### src/rtl/fgma_pkg.sv
// ----------------------------------------------------------------------------
// fgma_pkg
// Shared types and widths for the modified-average face gradient block.
// ----------------------------------------------------------------------------
package fgma_pkg;

    localparam int FIELD_W  = 32;             // Q16.16 port fields
    localparam int DIFF_W   = FIELD_W + 1;    // centre, value and slope sums
    localparam int PROD_W   = 2 * DIFF_W;     // 33 x 33 products
    localparam int T_W      = PROD_W + 2;     // signed numerator term
    localparam int TMAG_W   = T_W - 1;        // its magnitude
    localparam int CHUNK_W  = 23;             // slice of |T| per partial product
    localparam int PART_W   = CHUNK_W + DIFF_W;
    localparam int NUM_W    = TMAG_W + DIFF_W; // |T * D|
    localparam int DEN_W    = PROD_W;          // |D|^2
    localparam int DIV_STEPS = NUM_W;          // one quotient bit per stage
    localparam int S_W      = NUM_W + 1;       // signed quotient
    localparam int SUM_W    = S_W + 1;

    localparam int QDEPTH   = 4;
    localparam int QAW      = 2;
    localparam int QCW      = 3;

    // stages from queue to result register
    localparam int PIPE_DEPTH = 5 + DIV_STEPS + 2;

    typedef struct packed {
        logic signed [DIFF_W-1:0] dx;
        logic signed [DIFF_W-1:0] dy;
        logic signed [DIFF_W-1:0] du;
        logic signed [DIFF_W-1:0] ax;
        logic signed [DIFF_W-1:0] ay;
        logic                     zero;
    } face_t;

    typedef struct packed {
        logic signed [DIFF_W-1:0] ax;
        logic signed [DIFF_W-1:0] ay;
        logic                     neg_x;
        logic                     neg_y;
        logic                     zero;
    } side_t;

endpackage

### src/rtl/fgma_queue.sv
// ----------------------------------------------------------------------------
// fgma_queue
// Short FIFO between the front and the arithmetic pipeline.
// ----------------------------------------------------------------------------
module fgma_queue (
    input  logic            clk,
    input  logic            rst_n,
    input  logic            push,
    output logic            full,
    input  fgma_pkg::face_t item_in,
    input  logic            pop,
    output logic            empty,
    output fgma_pkg::face_t item_out
);
    import fgma_pkg::*;

    face_t          slot_reg [QDEPTH];
    logic [QAW-1:0] wr_ptr_reg;
    logic [QAW-1:0] rd_ptr_reg;
    logic [QCW-1:0] count_reg;
    logic [QCW-1:0] count_next;
    logic           do_push;
    logic           do_pop;

    assign full     = (count_reg == QCW'(QDEPTH));
    assign empty    = (count_reg == '0);
    assign do_push  = push && !full;
    assign do_pop   = pop && !empty;
    assign item_out = slot_reg[rd_ptr_reg];

    always_comb
    begin
        count_next = count_reg;
        if (do_push && !do_pop)
        begin
            count_next = count_reg + 1'b1;
        end
        else if (do_pop && !do_push)
        begin
            count_next = count_reg - 1'b1;
        end
    end

    always_ff @(posedge clk or negedge rst_n)
    begin
        if (!rst_n)
        begin
            wr_ptr_reg <= '0;
            rd_ptr_reg <= '0;
            count_reg  <= '0;
        end
        else
        begin
            count_reg <= count_next;
            if (do_push)
            begin
                wr_ptr_reg <= wr_ptr_reg + 1'b1;
            end
            if (do_pop)
            begin
                rd_ptr_reg <= rd_ptr_reg + 1'b1;
            end
        end
    end

    always_ff @(posedge clk)
    begin
        if (do_push)
        begin
            slot_reg[wr_ptr_reg] <= item_in;
        end
    end

endmodule

### config.mk
export PLATFORM = sky130hd
export DESIGN_NAME = fgma_queue
export DESIGN_NICKNAME = d
export VERILOG_FILES = /design/src/rtl/fgma_pkg.sv /design/src/rtl/fgma_queue.sv
export SDC_FILE = /design/constraint.sdc
export NUM_CORES = 1
export LEC_CHECK = 0
export ABC_AREA = 1
export BUFFER_PORTS_ARGS = -buffer_cell sky130_fd_sc_hd__buf_2
export CAP_MARGIN = 20
export CORE_MARGIN = 2
export CORE_UTILIZATION = 58
export DETAILED_ROUTE_END_ITERATION = 16
export PLACE_DENSITY = 0.77
export SYNTH_ARGS = -nofsm -noshare
export SYNTH_HDL_FRONTEND = slang
export SYNTH_SLANG_ARGS = --single-unit
### constraint.sdc
create_clock -name clk -period 9.7 [get_ports clk]
set_input_delay 1.94 -clock clk [delete_from_list [all_inputs] [get_ports clk]]
set_output_delay 1.94 -clock clk [all_outputs]
set_load 0.1 [all_outputs]
==> metrics.cfg <==
[synth]
synth_cells=1998
seq_area_frac_synth=0.746
yosysUniqueCellTypes=19
synthTopCellsByArea=edfxtp_1, o211ai_1, nand2_1, inv_1, buf_6
yosys.area.top_type=edfxtp_1
netlist_area_um2=27000
synth-seq-cells=671
synth_top_area_share=0.740
avgSynthCellArea_um2=13.5
yosysWarnings=0
syn_nets=2174

[worst_setup_path]
r2r_setup_slack_ns=6.31
reg2reg_from=count_reg[0]$_DFFE_PN0P_
path_class=reg -> out
start_kind=register
r2r-end=slot_reg[3][51]$_DFFE_PP_
path_max_fanout=94
end_kind=primary output
critical_path_required_ns=7.76
crit_path_end=item_out[141]
r2r_cells=6
arrival_ns=3.56
startpoint=rd_ptr_reg[1]$_DFFE_PN0P_

[sta]
worst_clock_skew_ns=0.0218
rsz0062_at_grt=false
worst_slew_pin_slew_ns=1.20
hold_viol=0
finalSetupTns_ns=0
finalWorstPathRequiredPeriod_ns=5.50
max_freq_mhz=182
finalSetupViolations=0
drv_slew=0
period_share=0.567
worst_slack_ns=4.20
maxSlewHeadroom=0.198

[placement]
numPortBuffers=337
dp_slack_ns=4.80
hpwl_um=32900
gp_congestion=0.816

[routing]
drt_first_pass_iters=5
routedWlPerCell_um=19.2
ant_nets=0
vias=16053
viasPerCell=5.41
totalWireLength_um=56800
drc_errors=0
drtIter0Drc=1469

[cells_and_area]
fin_nets=2487
largest_reg_flops=664
seq_area_um2=20100
drive_gt1_frac=0.190
area_growth_syn_to_layout_pct=14.3
multiInputGateArea_um2=4610
num-fill-cells=3093

[clock_tree]
clk_pin_slew_ns=0.05
cts_resized=0
hold_buffers=0
cts_made_buffers=68
cts_tree=yes
htreeDepth=3
max-clock-path-buffers=3
worstSkewPairLatency_ns=0.59
cts_setup_buffers=0
cts.sinks=671
root_buffer=clkbuf_16

[outcome]
status=complete, no violations

[die]
die_x_um=220
fp.dieH_um=220
die-area_um2=48200
io_pins=338
core_area_um2=45700
initial_core_util=0.590
fp-row-count=78

[flow_run]
cap_violations=0

[grt]
grt-ovfl-total=0
grt_first_pass_wirelength_um=86200
grt_max_degree=306
first_global_vias=15762
antenna_found_initial=14
grt_usage=0.236

[hold_path]
min_path_type=reg -> reg

-- stage by stage --
stage          cells  hold WS, ns   util  instance area, um^2
2_1_floorplan   1998        0.463      -                27000
3_3_place_gp    2841        0.479  0.627                28600
3_5_place_dp    2841        0.499  0.627                28600
4_1_cts         2959        0.515  0.675                30800
5_1_grt         2962        0.563  0.675                30800
6_report        2965        0.517  0.675                30800
-- cell families (layout without fill, tap and decap cells) --
kind of cell	Yosys count	count (layout)	share of synthesized area
flip-flops	671	671	0.746
AO/OA/AOI/OAI	333	333	0.0926
adder cells (fa/ha/maj)	6	6	0.00306
AND/OR/NAND/NOR	527	527	0.0738
XOR/XNOR	1	1	0.000325
buffers and inverters	460	821	0.0841
other	0	6	0
-- worst max-delay path: stages (launching register included) --
cell and delay [ns]:
dfrtp_4 0.63, inv_6 0.64, buf_4 0.80, o211ai_1 0.23, nand2_1 0.12, buf_2 0.44
-- how the worst min path moves through the flow --
stage | start | to | cells after the start
after floorplan | count_reg[2]$_DFFE_PN0P_ | count_reg[2]$_DFFE_PN0P_ | 2
after global placement | count_reg[2]$_DFFE_PN0P_ | count_reg[2]$_DFFE_PN0P_ | 2
after detailed placement | count_reg[2]$_DFFE_PN0P_ | count_reg[2]$_DFFE_PN0P_ | 2
after CTS | count_reg[2]$_DFFE_PN0P_ | count_reg[2]$_DFFE_PN0P_ | 2
after global routing | count_reg[2]$_DFFE_PN0P_ | count_reg[2]$_DFFE_PN0P_ | 2
final | count_reg[2]$_DFFE_PN0P_ | count_reg[2]$_DFFE_PN0P_ | 2
-- synthesized netlist by cell type --
master / instances
edfxtp_1: 664
nand2_1: 515
inv_1: 348
o211ai_1: 332
buf_6: 47
buf_2: 37
buf_4: 10
clkbuf_8: 10
dfrtp_1: 7
nand3_1: 7
clkbuf_1: 6
ha_1: 5
nor2_1: 4
fa_1: 1
inv_2: 1
inv_4: 1
nand4_1: 1
o21ai_0: 1
xnor2_1: 1
-- metal layers --
| layer | share of wire | vias to the layer above | GRT usage |
|---|---|---|---|
| met4 | 0.019 | 18 | 0.0736 |
| li1 | - | 7645 | - |
| met1 | 0.41 | 7722 | 0.312 |
| met2 | 0.49 | 569 | 0.390 |
| met5 | 0.0022 | - | 0 |
| met3 | 0.078 | 99 | 0.0553 |
-- placed cells by master, fill, tap and decap left out --
cell type | synthesis | routed
ha_1 | 5 | 5
o211ai_1 | 332 | 332
bufinv_16 | 0 | 6
nand4_1 | 1 | 1
dfrtp_1 | 7 | 6
inv_16 | 0 | 1
nor2_4 | 0 | 4
buf_12 | 0 | 2
xnor2_1 | 1 | 1
edfxtp_1 | 664 | 664
inv_1 | 348 | 348
nand2_1 | 515 | 515
o21ai_0 | 1 | 1
clkbuf_1 | 6 | 16
nand3_1 | 7 | 7
diode_2 | 0 | 6
fa_1 | 1 | 1
clkbuf_16 | 0 | 73
inv_6 | 0 | 1
dfrtp_4 | 0 | 1
clkinv_2 | 0 | 9
buf_2 | 37 | 337
clkinv_1 | 0 | 14
buf_4 | 10 | 14
-- area by class of cell --
| cell class | count | area share |
|---|---|---|
| Timing Repair Buffer | 353 | 0.0594 |
| Clock buffer | 89 | 0.0612 |
| Clock inverter | 29 | 0.00901 |
| Antenna cell | 6 | 0.000487 |
| Multi-Input combinational cell | 867 | 0.150 |
| Tap cell | 600 | 0.0244 |
| Sequential cell | 671 | 0.653 |
| Inverter | 350 | 0.0433 |
Power is left out: the tool's default activity adds up to more than one toggle a clock period on the data nets, which glitch-free logic cannot reach.
