$ cat src/rtl/fgma_pkg.sv
// ----------------------------------------------------------------------------
// fgma_pkg
// Shared types and widths for the modified-average face gradient block.
// ----------------------------------------------------------------------------
package fgma_pkg;

    localparam int FIELD_W  = 32;             // Q16.16 port fields
    localparam int DIFF_W   = FIELD_W + 1;    // centre, value and slope sums
    localparam int PROD_W   = 2 * DIFF_W;     // 33 x 33 products
    localparam int T_W      = PROD_W + 2;     // signed numerator term
    localparam int TMAG_W   = T_W - 1;        // its magnitude
    localparam int CHUNK_W  = 23;             // slice of |T| per partial product
    localparam int PART_W   = CHUNK_W + DIFF_W;
    localparam int NUM_W    = TMAG_W + DIFF_W; // |T * D|
    localparam int DEN_W    = PROD_W;          // |D|^2
    localparam int DIV_STEPS = NUM_W;          // one quotient bit per stage
    localparam int S_W      = NUM_W + 1;       // signed quotient
    localparam int SUM_W    = S_W + 1;

    localparam int QDEPTH   = 4;
    localparam int QAW      = 2;
    localparam int QCW      = 3;

    // stages from queue to result register
    localparam int PIPE_DEPTH = 5 + DIV_STEPS + 2;

    typedef struct packed {
        logic signed [DIFF_W-1:0] dx;
        logic signed [DIFF_W-1:0] dy;
        logic signed [DIFF_W-1:0] du;
        logic signed [DIFF_W-1:0] ax;
        logic signed [DIFF_W-1:0] ay;
        logic                     zero;
    } face_t;

    typedef struct packed {
        logic signed [DIFF_W-1:0] ax;
        logic signed [DIFF_W-1:0] ay;
        logic                     neg_x;
        logic                     neg_y;
        logic                     zero;
    } side_t;

endpackage

$ cat src/rtl/fgma_front.sv
// ----------------------------------------------------------------------------
// fgma_front
// Forms centre difference, value jump and slope sums, and flags coincident
// centres.
// ----------------------------------------------------------------------------
module fgma_front (
    input  logic signed [31:0] left_centre_x,
    input  logic signed [31:0] left_centre_y,
    input  logic signed [31:0] right_centre_x,
    input  logic signed [31:0] right_centre_y,
    input  logic signed [31:0] left_value,
    input  logic signed [31:0] right_value,
    input  logic signed [31:0] left_slope_x,
    input  logic signed [31:0] left_slope_y,
    input  logic signed [31:0] right_slope_x,
    input  logic signed [31:0] right_slope_y,
    output fgma_pkg::face_t    item
);
    import fgma_pkg::*;

    always_comb
    begin
        item.dx   = DIFF_W'(right_centre_x) - DIFF_W'(left_centre_x);
        item.dy   = DIFF_W'(right_centre_y) - DIFF_W'(left_centre_y);
        item.du   = DIFF_W'(right_value) - DIFF_W'(left_value);
        item.ax   = DIFF_W'(left_slope_x) + DIFF_W'(right_slope_x);
        item.ay   = DIFF_W'(left_slope_y) + DIFF_W'(right_slope_y);
        item.zero = (right_centre_x == left_centre_x) && (right_centre_y == left_centre_y);
    end

endmodule

$ cat config.mk
export PLATFORM = sky130hd
export DESIGN_NAME = fgma_front
export DESIGN_NICKNAME = d
export VERILOG_FILES = /design/src/rtl/fgma_pkg.sv /design/src/rtl/fgma_front.sv
export SDC_FILE = /design/constraint.sdc
export NUM_CORES = 1
export LEC_CHECK = 0
export BUFFER_PORTS_ARGS = -buffer_cell sky130_fd_sc_hd__buf_2
export CORE_AREA = 2 2 190 192
export DETAILED_ROUTE_END_ITERATION = 7
export DIE_AREA = 0 0 192 194
export SLEW_MARGIN = 5
export SYNTH_ARGS = -nofsm -noshare
export SYNTH_HDL_FRONTEND = slang
export SYNTH_SLANG_ARGS = --single-unit
export TNS_END_PERCENT = 10
$ cat constraint.sdc
create_clock -name vclk -period 4.2
set_input_delay 0.84 -clock vclk [all_inputs]
set_output_delay 0.84 -clock vclk [all_outputs]
set_load 0.005 [all_outputs]
==> flow_summary.json, run 1 <==
{
  "p_seq_frac": 0,
  "netlist_area_mm2": 0.00875,
  "rows": 69,
  "design_area_mm2": 0.0124,
  "postCtsHoldBufs": 0,
  "grt-ovfl-total": 0,
  "hold_depth": 3,
  "power_mw": 2.20,
  "violations": "setup timing",
  "core_area_mm2": 0.0352,
  "drv_cap": 0,
  "post_drt_wl_per_cell_um": 16.2,
  "grt_use_met3": 0.0266,
  "drtAntennaViolNets": 0,
  "nets": 2335,
  "yosysTopAreaCellShare": 0.229,
  "grt_pass1_wl_um": 56800,
  "grt_use_met2": 0.342,
  "first_pass_iters": 5,
  "clockBufferCount": 0,
  "initial_utilization": 0.249,
  "grt_use_total": 0.186,
  "synth.most_common_cell": "ha_1",
  "drc": 0,
  "arrival_ps": 3510,
  "hp-class": "input pin to primary output",
  "cellLeakagePower_nw": 6.76,
  "synth_nets": 1798,
  "grt_pass1_vias": 11278,
  "dp_cells": 2306,
  "pin_count": 486,
  "dp_hpwl_um": 33500,
  "critical_path_class": "input pin to primary output",
  "fin_crit_sh": 1.04,
  "design.seq.count": 0,
  "postSynthAreaPerCell_um2": 6.67,
  "fillCellCount": 3907,
  "p_switching_mw": 1.18,
  "die_y_um": 194,
  "worstMarginPinSlew_ps": 523,
  "netSwitchingFraction": 0.535,
  "seq_area_um2": 0,
  "synthToLayoutAreaGrowth_pct": 41.7,
  "synthDistinctLibCells": 54,
  "drive_gt1_frac": 0.325,
  "yosysWarnings": 0,
  "power_density_mw_per_mm2": 177,
  "p_clk_frac": 0,
  "antenna_found_initial": 8,
  "placedInstanceArea_mm2": 0.0123,
  "routabilityCongestion": 0.910,
  "setup-violations-final": 3,
  "die-area_mm2": 0.0372,
  "vias_per_cell": 5.01,
  "cp_max_fo": 3,
  "internal_power_mw": 1.02,
  "rsz0062_at_grt": "yes",
  "netlist_top_cells_count": "ha_1 (160), a21oi_1 (158), inv_1 (140), nand2_1 (99), o21ai_0 (89)",
  "worstPathCellList": "buf_8 -> ha_4 -> fa_2 -> a21o_1 -> a221o_1 -> a41o_1 -> a211o_1 -> a21o_1 -> a221o_1 -> a21boi_1 -> xnor2_1 -> buf_2",
  "synth_top_area_cell": "ha_1",
  "vdd_drop_max_mv": 0.0868,
  "synth_cells": 1313,
  "cp-end-kind": "primary output",
  "numPortBuffers": 486,
  "ys_seq_area_frac": 0,
  "finalWorstPathRequiredPeriod_ps": 4350,
  "finalHoldViolCount": 0,
  "drt_wl_total_um": 37600,
  "cp_slowest_cell": "a221o_1",
  "die-width_um": 192,
  "cp_data_required_time_ps": 3360,
  "drtIter0Drc": 483,
  "combPwrFrac": 1.000,
  "top_usage_layer": "met2",
  "via_count": 11602,
  "status": "finished, violations left",
  "gr-usage-met1": 0.229,
  "utilization": 0.352,
  "cpPeakStageDelay_ps": 380,
  "layout_setup_ws_ps": -149,
  "finalSetupTns_ps": -403,
  "hp-start": "left_slope_y[0]",
  "finalNonFillerCells": 2314,
  "start_kind": "input pin",
  "grt_max_degree": 11,
  "slew_viol_final": 0,
  "yosys-top-cells-area": "ha_1 (23%), a21oi_1 (9.0%), xnor2_1 (8.7%), a21o_1 (6.2%), inv_1 (6.0%)",
  "max_freq_mhz": 230,
  "min_to": "item[1]",
  "max_slew_margin": 0.647
}
## cell usage in the layout, fill, tap and decap left out, types with 6 or more instances in the layout
cell type / Yosys / routed
o21ai_1: 0 / 6
nand4_1: 36 / 36
a31oi_1: 26 / 26
and2_1: 12 / 12
o211ai_1: 7 / 7
a21boi_0: 8 / 8
a21o_1: 72 / 72
and3_1: 18 / 18
inv_1: 140 / 140
xnor2_1: 87 / 87
o31a_1: 7 / 7
a21oi_2: 0 / 6
o21ai_0: 89 / 82
o31ai_1: 8 / 7
o22ai_1: 7 / 6
nor2b_1: 20 / 19
a21oi_1: 158 / 152
nand2b_1: 19 / 19
nand3_1: 35 / 35
nor2_1: 76 / 75
buf_2: 0 / 484
o21bai_1: 16 / 16
nand2_1: 99 / 99
o21a_1: 16 / 16
a211oi_1: 21 / 18
buf_4: 0 / 84
ha_1: 160 / 158
nor3_1: 12 / 12
xor2_1: 54 / 54
## routing by layer
metal / routed length (um) / share of wire / vias up
li1: - / - / 5870
met1: 15900 / 0.42 / 5294
met2: 18600 / 0.49 / 389
met3: 2490 / 0.066 / 43
met4: 613 / 0.016 / 6
met5: 40 / 0.0011 / -
## metrics by stage
step / setup slack, ps / hold WS (ps)
after detailed placement: -240 / 1990
after floorplan: 28.3 / 1780
after global routing: -263 / 1960
final: -149 / 1950
after CTS: -173 / 1960
after global placement: -207 / 2000
## cells by family (layout without fill, tap and decap cells)
kind of cell	after synthesis	count (layout)	share of synthesized area
AOI/OAI and AO/OA	487	487	0.353
xor gates and xnor gates	141	141	0.141
adders and majority gates	165	165	0.240
buffers and inverters	175	710	0.0750
other	0	5	0
and+or+nand+nor	345	345	0.191
## how the worst max path moves through the flow
stage	startpoint	to	slack (ps)
after floorplan	left_slope_y[0]	item[33]	30
after global placement	right_slope_y[0]	item[31]	-210
after CTS	right_slope_y[0]	item[31]	-170
final	right_slope_y[0]	item[31]	-150
after detailed placement	left_slope_y[0]	item[31]	-240
after global routing	right_slope_y[0]	item[33]	-260
## worst max-delay path, delay by kind of cell
family                   cells  cell delay, ps
AO/OA/AOI/OAI                7            1800
adder cells (fa/ha/maj)      2             490
buffers and inverters        2             230
XOR/XNOR                     1             140
## power groups by stage
stage	logic (mW)	clock network, mW	registers, mW
6_report	2.20	0.000000160	0
5_1_grt	2.43	0.000000128	0
4_1_cts	2.19	0	0
3_5_place_dp	2.17	0	0
3_3_place_gp	2.16	0	0
2_1_floorplan	1.21	0	0
## final cells by class
class | instances | area (um2) | area share
Antenna cell | 5 | 12.5 | 0.00101
Inverter | 140 | 526 | 0.0423
Multi-Input combinational cell | 1138 | 8220 | 0.662
Timing Repair Buffer | 570 | 3080 | 0.248
Tap cell | 461 | 577 | 0.0465
## what timing repair did
| action | 4_1_cts | 5_1_grt |
|---|---|---|
| gates resized for setup | 9 | 23 |
| setup buffers | 2 | 1 |
| endpoints found under the setup margin | 9 | 31 |
| pin swaps | 11 | 5 |
(Power assumes the default switching activity.)
==> run 2: changes to the inputs <==
--- a/config.mk
+++ b/config.mk
@@ -6,9 +6,12 @@
 export NUM_CORES = 1
 export LEC_CHECK = 0
 export BUFFER_PORTS_ARGS = -buffer_cell sky130_fd_sc_hd__buf_2
-export CORE_AREA = 2 2 190 192
+export CELL_PAD_IN_SITES_DETAIL_PLACEMENT = 0
+export CELL_PAD_IN_SITES_GLOBAL_PLACEMENT = 2
+export CORE_MARGIN = 8
+export CORE_UTILIZATION = 21
 export DETAILED_ROUTE_END_ITERATION = 7
-export DIE_AREA = 0 0 192 194
+export PLACE_DENSITY_LB_ADDON = 0.1
 export SLEW_MARGIN = 5
 export SYNTH_ARGS = -nofsm -noshare
 export SYNTH_HDL_FRONTEND = slang
==> run 2 against run 1 <==
Compared with the run above:
- the flow still finishes with violations (setup timing)
- critical path depth is the same
- count of clock-buffer cells in the layout is the same
- core utilization shrank 4.4 points
- cell count grew 4.8%
- largest cell class unchanged
- largest power group unchanged
==> flow_summary.json, run 2 (synthesized netlist as in run 1, its figures left out) <==
{
  "drtAntennaViolNets": 0,
  "seq_area_um2": 0,
  "nets": 2363,
  "cellLeakagePower_nw": 6.89,
  "grt_max_degree": 11,
  "p_clk_frac": 0,
  "numPortBuffers": 486,
  "worstMarginPinSlew_ps": 511,
  "startpoint": "right_slope_y[0]",
  "slew_viol_final": 0,
  "power_density_mw_per_mm2": 177,
  "start_kind": "input pin",
  "p_switching_mw": 1.21,
  "layout_setup_ws_ps": -139,
  "finalSetupTns_ps": -429,
  "fin_crit_sh": 1.03,
  "synthToLayoutAreaGrowth_pct": 46.2,
  "initial_utilization": 0.211,
  "finalHoldViolCount": 0,
  "cpPeakStageDelay_ps": 420,
  "antenna_found_initial": 25,
  "path_delay_family": "compound AO/OA/AOI/OAI gates",
  "fillCellCount": 4759,
  "cp-end-kind": "primary output",
  "internal_power_mw": 1.06,
  "finalWorstPathRequiredPeriod_ps": 4340,
  "grt_pass1_vias": 11796,
  "violations": "setup timing",
  "cp_data_required_time_ps": 3360,
  "dp_hpwl_um": 39400,
  "utilization": 0.308,
  "max_slew_margin": 0.656,
  "drt_wl_total_um": 43300,
  "cp_num_cells": 12,
  "design.seq.count": 0,
  "grt_pass1_wl_um": 65200,
  "clockBufferCount": 0,
  "postCtsHoldBufs": 0,
  "grt_use_total": 0.166,
  "critPathBufInv": 2,
  "netSwitchingFraction": 0.533,
  "drv_cap": 0,
  "setup-violations-final": 4,
  "hp-class": "input pin to primary output",
  "endpoint": "item[33]",
  "status": "finished, violations left",
  "arrival_ps": 3500,
  "drtIter0Drc": 416,
  "combPwrFrac": 1.000,
  "drive_gt1_frac": 0.340,
  "die-width_um": 220,
  "rsz0062_at_grt": "yes",
  "p_seq_frac": 0,
  "layout_commonest_cell": "buf_2",
  "whs_ps": 1950,
  "die-area_mm2": 0.0485,
  "post_drt_wl_per_cell_um": 17.8,
  "die_y_um": 220,
  "pin_count": 486,
  "rows": 75,
  "mostFrequentLayoutCells": "buf_2 (484), ha_1 (155), a21oi_1 (151)",
  "first_pass_iters": 5,
  "routabilityCongestion": 0.845,
  "grt-ovfl-total": 0,
  "worstPathCellList": "buf_6 -> ha_4 -> fa_2 -> a21o_1 -> a221o_1 -> a41o_1 -> a211o_1 -> a21o_1 -> a221o_1 -> a211oi_2 -> a211o_1 -> buf_2",
  "critical_path_class": "input pin to primary output",
  "drc": 0,
  "cp_max_fo": 3,
  "multi_input_area_mm2": 0.00828,
  "vias_per_cell": 4.77,
  "core_area_mm2": 0.0416,
  "max_freq_mhz": 230,
  "vdd_drop_max_mv": 0.0549,
  "via_count": 11568,
  "cp_slowest_cell": "a221o_1"
}
==> run 2: cell count changes in the layout (fill, tap and decap cells not counted), sizes merged <==
cell / delta
diode: +6
buf: +28
==> run 2: worst min-delay path, stage by stage <==
cell and delay, ps:
buf_6 70, ha_4 100, buf_2 100
==> run 2: layout make-up <==
cell class / instances / share of cell area
Tap cell: 539 / 0.0527
Timing Repair Buffer: 598 / 0.257
Multi-Input combinational cell: 1138 / 0.647
Antenna cell: 11 / 0.00215
Inverter: 140 / 0.0411
==> run 2: what timing repair did <==
action / 4_1_cts / 5_1_grt
gates resized for setup: 11 / 33
pin swaps: 12 / 9
buffers inserted: 2 / 3
endpoints found under the setup margin: 16 / 37
==> run 2: per-layer routing <==
metal	global-route usage	part of all wire	wire [um]
met4	0.0354	0.020	858
met2	0.292	0.48	21000
met5	0	0.0051	219
met3	0.0425	0.067	2900
met1	0.199	0.42	18300
==> run 2: metrics by stage <==
stage          power [mW]  std cells  area (um2)  setup slack, ps
2_1_floorplan        1.21       1313        8780             28.3
3_3_place_gp         2.28       2410       12600             -313
3_5_place_dp         2.25       2410       12600             -344
4_1_cts              2.28       2412       12600             -193
5_1_grt              2.53       2422       12800             -269
6_report             2.26       2426       12800             -139
==> run 2: how the worst min path moves through the flow <==
stage | startpoint | endpoint | slack [ps] | cells past startpoint
final | left_slope_y[0] | item[1] | 1950 | 3
after floorplan | right_slope_y[0] | item[1] | 1780 | 1
after CTS | left_slope_y[0] | item[1] | 1960 | 3
after global routing | left_slope_y[0] | item[1] | 1970 | 3
after global placement | right_slope_x[0] | item[34] | 1960 | 3
after detailed placement | right_slope_x[0] | item[34] | 1970 | 3
==> run 2: power by group through the flow <==
stage	Clock, mW	Combinational, mW	Sequential [mW]
global placement	0	2.28	0
CTS	0	2.28	0
finish	0.000000351	2.26	0
floorplan	0	1.21	0
global route	0.000000223	2.53	0
detailed placement	0	2.25	0
